==> src/hw/rtl/tsc_pkg.sv <==
// Shared constants and types for the tonal shadow color pipeline.
`default_nettype none

package tsc_pkg;

    // Default number of fraction bits in the fixed-point datapath.
    localparam int FRAC_BITS_DEF = 16;

    // Exact division of a value below 2^17 by 255: floor(y * MUL / 2^SHIFT).
    localparam int          DIV255_SHIFT = 25;
    localparam int          DIV255_PW    = 35;
    localparam logic [17:0] DIV255_MUL   = 18'((64'd1 << DIV255_SHIFT) / 64'd255 + 64'd1);

    // Width of a stream item on either side.
    localparam int TDATA_W = 40;

    // Byte fields that ride along the pipeline next to the arithmetic.
    typedef struct packed {
        logic [7:0] blue;
        logic [7:0] green;
        logic [7:0] red;
        logic [7:0] amb;
    } tsc_pix_t;

endpackage : tsc_pkg

`default_nettype wire

==> src/hw/rtl/tsc_div.sv <==
// Pipelined restoring divider: one quotient bit per register stage.
`default_nettype none

module tsc_div #(
    parameter int FRAC_BITS = tsc_pkg::FRAC_BITS_DEF,
    parameter int SIDE_W    = 32
) (
    input  wire logic                 aclk,
    input  wire logic                 aresetn,
    input  wire logic                 adv,
    input  wire logic                 in_valid,
    input  wire logic [FRAC_BITS:0]   num,
    input  wire logic [FRAC_BITS:0]   den,
    input  wire logic [SIDE_W-1:0]    side_in,
    output logic                      out_valid,
    output logic [FRAC_BITS:0]        quo,
    output logic [FRAC_BITS:0]        den_out,
    output logic [SIDE_W-1:0]         side_out
);
    import tsc_pkg::*;

    localparam int NS = FRAC_BITS + 1;
    localparam int DW = FRAC_BITS + 1;

    logic [DW-1:0]     rem_reg  [NS];
    logic [DW-1:0]     q_reg    [NS];
    logic [DW-1:0]     den_reg  [NS];
    logic [SIDE_W-1:0] side_reg [NS];
    logic [NS-1:0]     vld_reg;

    // Stage j decides quotient bit FRAC_BITS-j. The numerator is num shifted up by
    // FRAC_BITS, so the first stage starts from num and the later ones shift in zeros.
    for (genvar j = 0; j < NS; j++) begin : g_stage
        logic [DW:0]       rem_in;
        logic [DW:0]       diff;
        logic [DW-1:0]     den_in;
        logic [DW-1:0]     q_in;
        logic [SIDE_W-1:0] side_sel;
        logic              ge;
        logic [DW-1:0]     rem_next;
        logic [DW-1:0]     q_next;

        if (j == 0) begin : g_first
            assign rem_in   = {1'b0, num};
            assign den_in   = den;
            assign q_in     = '0;
            assign side_sel = side_in;
        end else begin : g_rest
            assign rem_in   = {rem_reg[j-1], 1'b0};
            assign den_in   = den_reg[j-1];
            assign q_in     = q_reg[j-1];
            assign side_sel = side_reg[j-1];
        end

        // Trial subtraction and quotient bit.
        assign diff     = rem_in - {1'b0, den_in};
        assign ge       = (rem_in >= {1'b0, den_in});
        assign rem_next = ge ? diff[DW-1:0] : rem_in[DW-1:0];

        always_comb begin
            q_next = q_in;
            q_next[FRAC_BITS-j] = ge;
        end

        always_ff @(posedge aclk) begin
            if (adv) begin
                rem_reg[j]  <= rem_next;
                q_reg[j]    <= q_next;
                den_reg[j]  <= den_in;
                side_reg[j] <= side_sel;
            end
        end
    end

    // Valid bits move with the data and hold while the pipeline is stalled.
    always_ff @(posedge aclk) begin
        if (!aresetn) begin
            vld_reg <= '0;
        end else if (adv) begin
            vld_reg <= {vld_reg[NS-2:0], in_valid};
        end
    end

    assign out_valid = vld_reg[NS-1];
    assign quo       = q_reg[NS-1];
    assign den_out   = den_reg[NS-1];
    assign side_out  = side_reg[NS-1];

`ifndef SYNTHESIS
    // The final remainder is always below a nonzero divisor.
    a_rem_below_den: assert property (@(posedge aclk) disable iff (!aresetn)
        (vld_reg[NS-1] && (den_reg[NS-1] != '0)) |-> (rem_reg[NS-1] < den_reg[NS-1]))
        else $error("divider remainder not below divisor");

    // A stalled pipeline keeps its valid bits.
    a_stall_holds: assert property (@(posedge aclk) disable iff (!aresetn)
        !adv |=> $stable(vld_reg))
        else $error("divider valid bits moved during a stall");

    // The numerator never exceeds the divisor, so a quotient of one has no fraction bits.
    a_quo_le_one: assert property (@(posedge aclk) disable iff (!aresetn)
        (vld_reg[NS-1] && (den_reg[NS-1] != '0) && q_reg[NS-1][FRAC_BITS])
        |-> (q_reg[NS-1][FRAC_BITS-1:0] == '0))
        else $error("divider quotient above one");
`endif

endmodule : tsc_div

`default_nettype wire
==> config.mk <==
export PLATFORM = sky130hd
export DESIGN_NAME = tsc_div
export DESIGN_NICKNAME = d
export VERILOG_FILES = /design/src/hw/rtl/tsc_pkg.sv /design/src/hw/rtl/tsc_div.sv
export SDC_FILE = /design/constraint.sdc
export NUM_CORES = 1
export LEC_CHECK = 0
export ABC_AREA = 1
export BUFFER_PORTS_ARGS = -buffer_cell sky130_fd_sc_hd__buf_2
export CORE_MARGIN = 4
export CORE_UTILIZATION = 57
export CTS_CLUSTER_SIZE = 16
export DETAILED_ROUTE_END_ITERATION = 8
export PLACE_DENSITY = 0.87
export SLEW_MARGIN = 0
export SYNTH_ARGS = -nofsm -noshare
export SYNTH_HDL_FRONTEND = slang
export SYNTH_SLANG_ARGS = --single-unit
export TNS_END_PERCENT = 5
==> constraint.sdc <==
create_clock -name aclk -period 2 [get_ports aclk]
set_input_delay 0.4 -clock aclk [delete_from_list [all_inputs] [get_ports aclk]]
set_output_delay 0.4 -clock aclk [all_outputs]
set_load 0.05 [all_outputs]
# Word-level counts from Yosys, hierarchy flattened
# Memory sizes are Yosys's and may differ from the RTL's.
# Cells that the tools add are included.
# W data, S select, Z words.
dict set report word_totals {
  regBits 17
  ram_bits 1411
  input_bits 70
  output_inout_bits 67
  mem_count 4
}
# name words width rd rd_ports_with_merged_regs wr line_no
set memory_table {}
lappend memory_table {side_reg 17 32 17 0 17 tsc_div.sv:28} ;# logic [SIDE_W-1:0] side_reg [NS];
lappend memory_table {den_reg 17 17 17 0 17 tsc_div.sv:27} ;# logic [DW-1:0] den_reg [NS];
lappend memory_table {q_reg 17 17 17 0 17 tsc_div.sv:26} ;# logic [DW-1:0] q_reg [NS];
lappend memory_table {rem_reg 17 17 16 0 17 tsc_div.sv:25} ;# logic [DW-1:0] rem_reg [NS];
dict set report op_classes {
  addsub 17
  order_cmp 17
  muxes 19
}
# op n
set op_table {}
lappend op_table {{$mux W17} 17}
lappend op_table {{$sub A17 B17 Y17} 17}
lappend op_table {{$ge A18 B17 Y1} 16}
lappend op_table {{$ge A17 B17 Y1} 1}
lappend op_table {{$mux W1} 2}

# Depth between registers and ports, before layout
# Gate-level depths: netlist of the first run.
# An unclocked memory read counts as a cell.
dict set report depth {
  ltp_word 3
  ltp_mapped 14
  mapped_depth_nobuf 14
}

# Least setup slack after synthesis of the first run
# No wires, ideal clock.
dict set report synth_timing {
  path_type {input -> register}
  from {in den[16]}
  to {mem rem_reg[0][5] in the netlist's numbering, data pin}
  arrival_ns 1.681
  slack_ns 0.067
  cell_stages 12
  path_buffers 1
  path_cell_list {inv_1 > ha_1 > nand2_1 > inv_1 > nand2_1 > nand2_1 > o21bai_2 > nor2_4 > nand2_4 > buf_6 > nand2_1 > nand2_1}
}
# item line_no
set synth_rtl {}
lappend synth_rtl {{from (decl)} tsc_div.sv:13} ;# input wire logic [FRAC_BITS:0] den,
lappend synth_rtl {{to (decl)} tsc_div.sv:25}

==> results.sh, run 1 <==
export IMPL_final_routed_wirelength_mm=151
export IMPL_max_ffs_per_register=544
export IMPL_yosysWarnings=0
export IMPL_violations="negative setup slack"
export IMPL_crit_arrival_ns=2.65
export IMPL_syn_avg_cell_area_um2=10.2
export IMPL_cts_root_to_sink_buffers=3
export IMPL_core_rowCount=119
export IMPL_intPower_mw=68.9
export IMPL_yosys_area_top_type_share=0.620
export IMPL_layout_core_utilization=0.741
export IMPL_tritoncts_num_sinks=1275
export IMPL_synthTopCellsByCount="2,090 x sky130_fd_sc_hd__nand2_1, 1,258 x sky130_fd_sc_hd__edfxtp_1, 1,030 x sky130_fd_sc_hd__inv_1"
export IMPL_area_growth_pct=28.7
export IMPL_post_route_worst_setup_slack_ns=-0.146
export IMPL_clk_slew_on_worst_s_h_paths_ns=0.06
export IMPL_switch_pwr_mw=39.8
export IMPL_grt_antenna_before_repair=3
export IMPL_power_leakage_nw=36.0
export IMPL_port_buffers=136
export IMPL_drt_wirelength_per_cell_um=17.6
export IMPL_final_period_utilization=1.07
export IMPL_final_setup_tns_ns=-6.54
export IMPL_place_detailed_instances=8189
export IMPL_place_hpwl_mm=102
export IMPL_grt_remaining_overflow=0
export IMPL_reg2reg_to="rem_reg[0][49]"
export IMPL_ys_types=42
export IMPL_comb_power_share=0.423
export IMPL_clock_skew_final_ns=0.0267
export IMPL_reg2reg_depth=13
export IMPL_max_vdd_ir_drop_mv=1.07
export IMPL_ys_seq_area_frac=0.626
export IMPL_synth_top_cells_by_area="sky130_fd_sc_hd__edfxtp_1 62%, sky130_fd_sc_hd__nand2_1 13%, sky130_fd_sc_hd__inv_1 6.3%"
export IMPL_via_cell_ratio=5.23
export IMPL_most_instantiated_library_cell_after_synthesis="sky130_fd_sc_hd__nand2_1"
export IMPL_fp_dieArea_um2=112000
export IMPL_share_clk_of_total_power=0.223
export IMPL_synth_fp_nets=6316
export IMPL_min_to="rem_reg[0][11]"
export IMPL_instances_no_fill=8605
export IMPL_timing_max_cap_violations=0
export IMPL_worst_reg2reg_startpoint="den_reg[0][28]"
export IMPL_tritoncts="built"
export IMPL_status="finished, violations left"
export IMPL_htree_levels=4
export IMPL_clock_fmax_mhz=466
export IMPL_final_hold_viol_count=0
export IMPL_vias=44969
export IMPL_switching_share=0.366
export IMPL_worst_path_max_fanout=5
export IMPL_antenna_violating_nets_post_route=0
export IMPL_global_route_usage_total=0.257
export IMPL_firstDrtPassIters=6
export IMPL_drt_drc_violations_left=0
export IMPL_slew_limit_headroom=0.644
export IMPL_critical_path_endpoint_type="flop"
export IMPL_seq_area_um2=38100
export IMPL_worstPathRequired_ns=2.51
export IMPL_timing_hold_worst_start="num[11]"
export IMPL_crit_type="reg2reg"
export IMPL_grt_pass1_vias=44410
export IMPL_postSynth_asyncResetShare=0
export IMPL_power_share_sequential=0.354
export IMPL_synthCells=5942
export IMPL_numCtsBuffers=132
export IMPL_timing_final_max_slew_violations=0
export IMPL_power_density_nw_per_um2=1390
export IMPL_multi_input_comb_area_um2=21700
export IMPL_filler_cell_count=6635
export IMPL_finish_net_count=7480
export IMPL_finalHoldWorstSlack_ns=0.0408
export IMPL_design_core_area_um2=106000
export IMPL_grt_start_max_net_pins=88
export IMPL_pin_count=137
export IMPL_ys_seq_elements=1275
export IMPL_worst_slew_pin_transition_ns=0.531
export IMPL_die_y_um=335
export IMPL_timing_final_crit_period_ns=2.15
export IMPL_floorplan_die_width_um=335
export IMPL_hold_path_class="in2reg"
export IMPL_cts_root_buffer="sky130_fd_sc_hd__clkbuf_16"
export IMPL_worstHoldPathCells=3
export IMPL_worst_setup_path_start_kind="flop"
export IMPL_first_iter_violations=3924
export IMPL_synth_edff_count=1258
export IMPL_synth_area_um2=60900
export IMPL_clk_latency_ns=0.76
export IMPL_synthFlopType="sky130_fd_sc_hd__edfxtp_1"
export IMPL_yosysTopAreaCell="sky130_fd_sc_hd__edfxtp_1"
export IMPL_final_setup_violations=134
export IMPL_grt_setup_unrepaired="true"
export IMPL_grt_first_pass_wirelength_mm=228
export IMPL_timing_reg2reg_setup_slack_ns=-0.15
export IMPL_start_util=0.576
export IMPL_rd_place_congestion=0.976
export IMPL_drive_gt1_frac=0.269
how the worst max path moves through the flow:
stage	slack, ns	start	endpoint
after floorplan	0.07	den[16]	rem_reg[0][5]
after global placement	-0.22	num[0]	rem_reg[0][14]
final	-0.15	den_reg[0][28]	rem_reg[0][49]
after global routing	-0.28	rem_reg[0][13]	rem_reg[0][26]
after CTS	-0.03	rem_reg[0][227]	rem_reg[0][239]
after detailed placement	-0.26	num[0]	rem_reg[0][14]
kinds of logic (layout without fill, tap and decap cells):
kind of cell	after synthesis	count (layout)	share of synthesized area
AOI/OAI and AO/OA	192	192	0.0161
xor gates and xnor gates	102	102	0.0147
adders and majority gates	304	304	0.0644
buffers and inverters	1103	2370	0.0730
DFF	1275	1275	0.626
other	0	2	0
and+or+nand+nor	2966	2969	0.206
critical path, stage by stage, from the launching register on:
cell and delay [ns]:
sky130_fd_sc_hd__edfxtp_1 0.44, sky130_fd_sc_hd__inv_2 0.14, sky130_fd_sc_hd__ha_4 0.23, sky130_fd_sc_hd__nand2_1 0.10
sky130_fd_sc_hd__nand2_2 0.08, sky130_fd_sc_hd__nand2_2 0.07, sky130_fd_sc_hd__nand2_2 0.05, sky130_fd_sc_hd__nand2_1 0.07
sky130_fd_sc_hd__nand2_1 0.07, sky130_fd_sc_hd__nor2_2 0.18, sky130_fd_sc_hd__nand2_4 0.12, sky130_fd_sc_hd__buf_6 0.16
sky130_fd_sc_hd__nand3_1 0.09, sky130_fd_sc_hd__nand2_1 0.07
placed cells by master (no fill, tap or decap), drive strengths merged, types with 2 or more instances in the layout:
cell type,n
ha,288
dfxtp,17
and3,2
a21oi,156
or2,47
clkinv,66
nand2,2133
edfxtp,1258
nand3b,76
clkinvlp,7
diode,2
o21a,3
nor4,9
nand4,30
nor3,69
fa,16
o21ai,30
nor3b,3
inv,1051
dlygate4sd3,56
clkbuf,152
nand3,332
and2,12
xnor2,31
bufinv,11
buf,1027
xor2,71
nor2,256
layer usage:
metal | GRT usage | wire length, µm
met5 | 0 | 13
met4 | 0.125 | 8450
met3 | 0.0382 | 8610
met2 | 0.456 | 76300
met1 | 0.307 | 58000
per-stage QoR:
step / instance area (µm²) / setup WS, ns / power, mW
global placement: 69100 / -0.221 / 75.3
global route: 78400 / -0.282 / 115
detailed placement: 69100 / -0.259 / 76.6
finish: 78400 / -0.146 / 109
CTS: 75800 / -0.0337 / 104
floorplan: 60900 / 0.0673 / 61.3
power by group through the flow:
stage,registers [mW],clock network (mW),logic (mW)
final,38.5,24.2,46.0
after global routing,38.7,26.0,50.6
after detailed placement,38.2,0,38.4
after global placement,38.0,0,37.3
after CTS,38.0,24.6,41.3
after floorplan,37.2,0,24.1
cell type report:
cell class / instances / area share
flip-flops and latches: 1275 / 0.486
clock inverters: 90 / 0.0114
repair buffers: 1085 / 0.109
diodes: 2 / 0.0000639
clock buffers: 150 / 0.0430
repair inverters: 2 / 0.000192
multi-input cells: 3567 / 0.277
inverters: 1043 / 0.0509
well taps: 1391 / 0.0222
timing repair:
action                                  4_1_cts  5_1_grt
gates resized for setup                     252      465
setup buffers                                53       58
endpoints found under the setup margin      251      282
pin swaps                                    68      113
endpoints found under the hold margin        77        0
hold buffers                                 56        0
cloned                                        4        4
(Power assumes the default switching activity.)
==> run 2, diff against run 1 <==
CORE_UTILIZATION = 30   (was 57)
PLACE_DENSITY = 0.57   (was 0.87)
==> results.sh, run 2 (same netlist as run 1, synthesis figures left out) <==
export IMPL_status="finished, violations left"
export IMPL_violations="negative setup slack"
export IMPL_tritoncts="built"
export IMPL_max_vdd_ir_drop_mv=0.904
export IMPL_finalHoldWorstSlack_ns=0.163
export IMPL_worst_path_max_fanout=7
export IMPL_finish_net_count=7686
export IMPL_final_hold_viol_count=0
export IMPL_switching_share=0.355
export IMPL_worst_setup_path_start_kind="flop"
export IMPL_clock_fmax_mhz=485
export IMPL_intPower_mw=73.0
export IMPL_total_power_mw=113
export IMPL_filler_cell_count=19222
export IMPL_power_share_sequential=0.338
export IMPL_grt_remaining_overflow=0
export IMPL_cts_root_buffer="sky130_fd_sc_hd__clkbuf_16"
export IMPL_tritoncts_num_sinks=1275
export IMPL_grt_antenna_before_repair=3
export IMPL_reg2reg_to="rem_reg[0][197]"
export IMPL_clk_latency_ns=0.81
export IMPL_max_ffs_per_register=544
export IMPL_drt_drc_violations_left=0
export IMPL_final_period_utilization=1.03
export IMPL_timing_reg2reg_setup_slack_ns=-0.06
export IMPL_drt_wirelength_per_cell_um=14.0
export IMPL_place_detailed_instances=9611
export IMPL_start_util=0.301
export IMPL_post_route_worst_setup_slack_ns=-0.0602
export IMPL_most_frequent_standard_cell_in_the_layout_excluding_fill_and_tap_cells="sky130_fd_sc_hd__nand2_1"
export IMPL_comb_power_share=0.416
export IMPL_worst_reg2reg_startpoint="rem_reg[0][170]"
export IMPL_timing_final_crit_period_ns=2.06
export IMPL_rd_place_congestion=0.879
export IMPL_worstHoldPathCells=2
export IMPL_port_buffers=136
export IMPL_first_iter_violations=2018
export IMPL_grt_first_pass_wirelength_mm=221
export IMPL_floorplan_die_width_um=459
export IMPL_drive_gt1_frac=0.300
export IMPL_timing_hold_worst_start="adv"
export IMPL_antenna_violating_nets_post_route=0
export IMPL_core_rowCount=165
export IMPL_final_setup_violations=79
export IMPL_clk_slew_on_worst_s_h_paths_ns=0.06
export IMPL_area_growth_pct=35.8
export IMPL_numCtsBuffers=152
export IMPL_crit_arrival_ns=2.61
export IMPL_grt_setup_unrepaired="true"
export IMPL_number_of_inserted_diodes=0
export IMPL_worst_slew_pin_transition_ns=0.511
export IMPL_die_y_um=459
export IMPL_layout_common_cells="1,884 x sky130_fd_sc_hd__nand2_1, 1,258 x sky130_fd_sc_hd__edfxtp_1, 998 x sky130_fd_sc_hd__buf_4"
export IMPL_final_routed_wirelength_mm=141
export IMPL_fp_dieArea_um2=210000
export IMPL_htree_levels=4
export IMPL_critical_path_endpoint_type="flop"
export IMPL_crit_type="reg2reg"
export IMPL_timing_final_max_slew_violations=0
export IMPL_power_leakage_nw=37.3
export IMPL_cts_root_to_sink_buffers=3
export IMPL_min_to="q_reg[0][163]"
export IMPL_place_hpwl_mm=101
export IMPL_grt_pass1_vias=43188
export IMPL_power_density_nw_per_um2=1370
export IMPL_vias=42961
export IMPL_pin_count=137
export IMPL_clock_skew_final_ns=0.0487
export IMPL_design_core_area_um2=202000
export IMPL_reg2reg_depth=11
export IMPL_share_clk_of_total_power=0.247
export IMPL_slew_limit_headroom=0.660
export IMPL_global_route_usage_total=0.130
export IMPL_grt_start_max_net_pins=93
export IMPL_firstDrtPassIters=5
export IMPL_hold_path_class="in2reg"
export IMPL_worstPathRequired_ns=2.55
export IMPL_instances_no_fill=10110
export IMPL_switch_pwr_mw=40.1
export IMPL_via_cell_ratio=4.25
export IMPL_timing_max_cap_violations=0
[run 2: cell type report]
| cell class | count | area [µm²] | area share |
|---|---|---|---|
| repair buffers | 1266 | 9970 | 0.121 |
| clock inverters | 103 | 1260 | 0.0153 |
| flip-flops and latches | 1275 | 38100 | 0.461 |
| well taps | 2672 | 3340 | 0.0404 |
| inverters | 1043 | 3970 | 0.0480 |
| clock buffers | 177 | 3900 | 0.0471 |
| repair inverters | 2 | 17.5 | 0.000212 |
| multi-input cells | 3572 | 22100 | 0.267 |
[run 2: routing by layer]
metal  global-route usage  vias up  wire length (µm)
li1                     -    22066                 -
met1                0.151    19972             58900
met2                0.236      635             72000
met3               0.0216      288              4550
met4               0.0570        0              5730
met5                    0        -                 0
[run 2: what timing repair did]
item,CTS,global route
hold endpoints to repair,83,0
pin swaps,64,144
gates cloned,5,7
hold buffers,69,0
gates resized for setup,260,534
endpoints found under the setup margin,259,280
buffers inserted,32,106
[run 2: how the worst max path moves through the flow]
stage,startpoint,to,slack [ns],cells past startpoint
floorplan,den[16],rem_reg[0][5],0.07,12
global placement,num[0],rem_reg[0][10],-0.41,14
detailed placement,rem_reg[0][151],rem_reg[0][153],-0.30,11
CTS,rem_reg[0][204],rem_reg[0][237],-0.05,10
global route,rem_reg[0][253],rem_reg[0][266],-0.15,11
finish,rem_reg[0][170],rem_reg[0][197],-0.06,11
[run 2: metrics by stage]
| stage | worst slack, ns | setup TNS, ns | instance area [µm²] | utilization |
|---|---|---|---|---|
| after global routing | -0.146 | -18.31 | 82700 | 0.409 |
| after detailed placement | -0.298 | -26.16 | 71700 | 0.355 |
| after CTS | -0.0545 | -2.63 | 79200 | 0.392 |
| after global placement | -0.413 | -25.20 | 71700 | 0.355 |
| final | -0.0602 | -1.31 | 82700 | 0.409 |
| after floorplan | 0.0673 | 0 | 60900 | - |
[run 2: worst max-delay path, cell delays in order, from the launching register on]
cell	delay [ns]
sky130_fd_sc_hd__edfxtp_1	0.49
sky130_fd_sc_hd__ha_4	0.32
sky130_fd_sc_hd__ha_1	0.14
sky130_fd_sc_hd__nand3_2	0.08
sky130_fd_sc_hd__nor2_1	0.09
sky130_fd_sc_hd__nand4_1	0.08
sky130_fd_sc_hd__nand2_1	0.11
sky130_fd_sc_hd__nor2_4	0.05
sky130_fd_sc_hd__buf_12	0.15
sky130_fd_sc_hd__buf_8	0.14
sky130_fd_sc_hd__nand3_1	0.08
sky130_fd_sc_hd__nand2_2	0.08
[run 2: power by group through the flow]
stage	clock network [mW]	logic, mW	registers, mW
floorplan	0	24.1	37.2
global placement	0	39.3	38.1
detailed placement	0	39.7	38.1
CTS	29.1	42.2	37.8
global route	30.2	52.6	38.6
finish	27.9	47.0	38.2
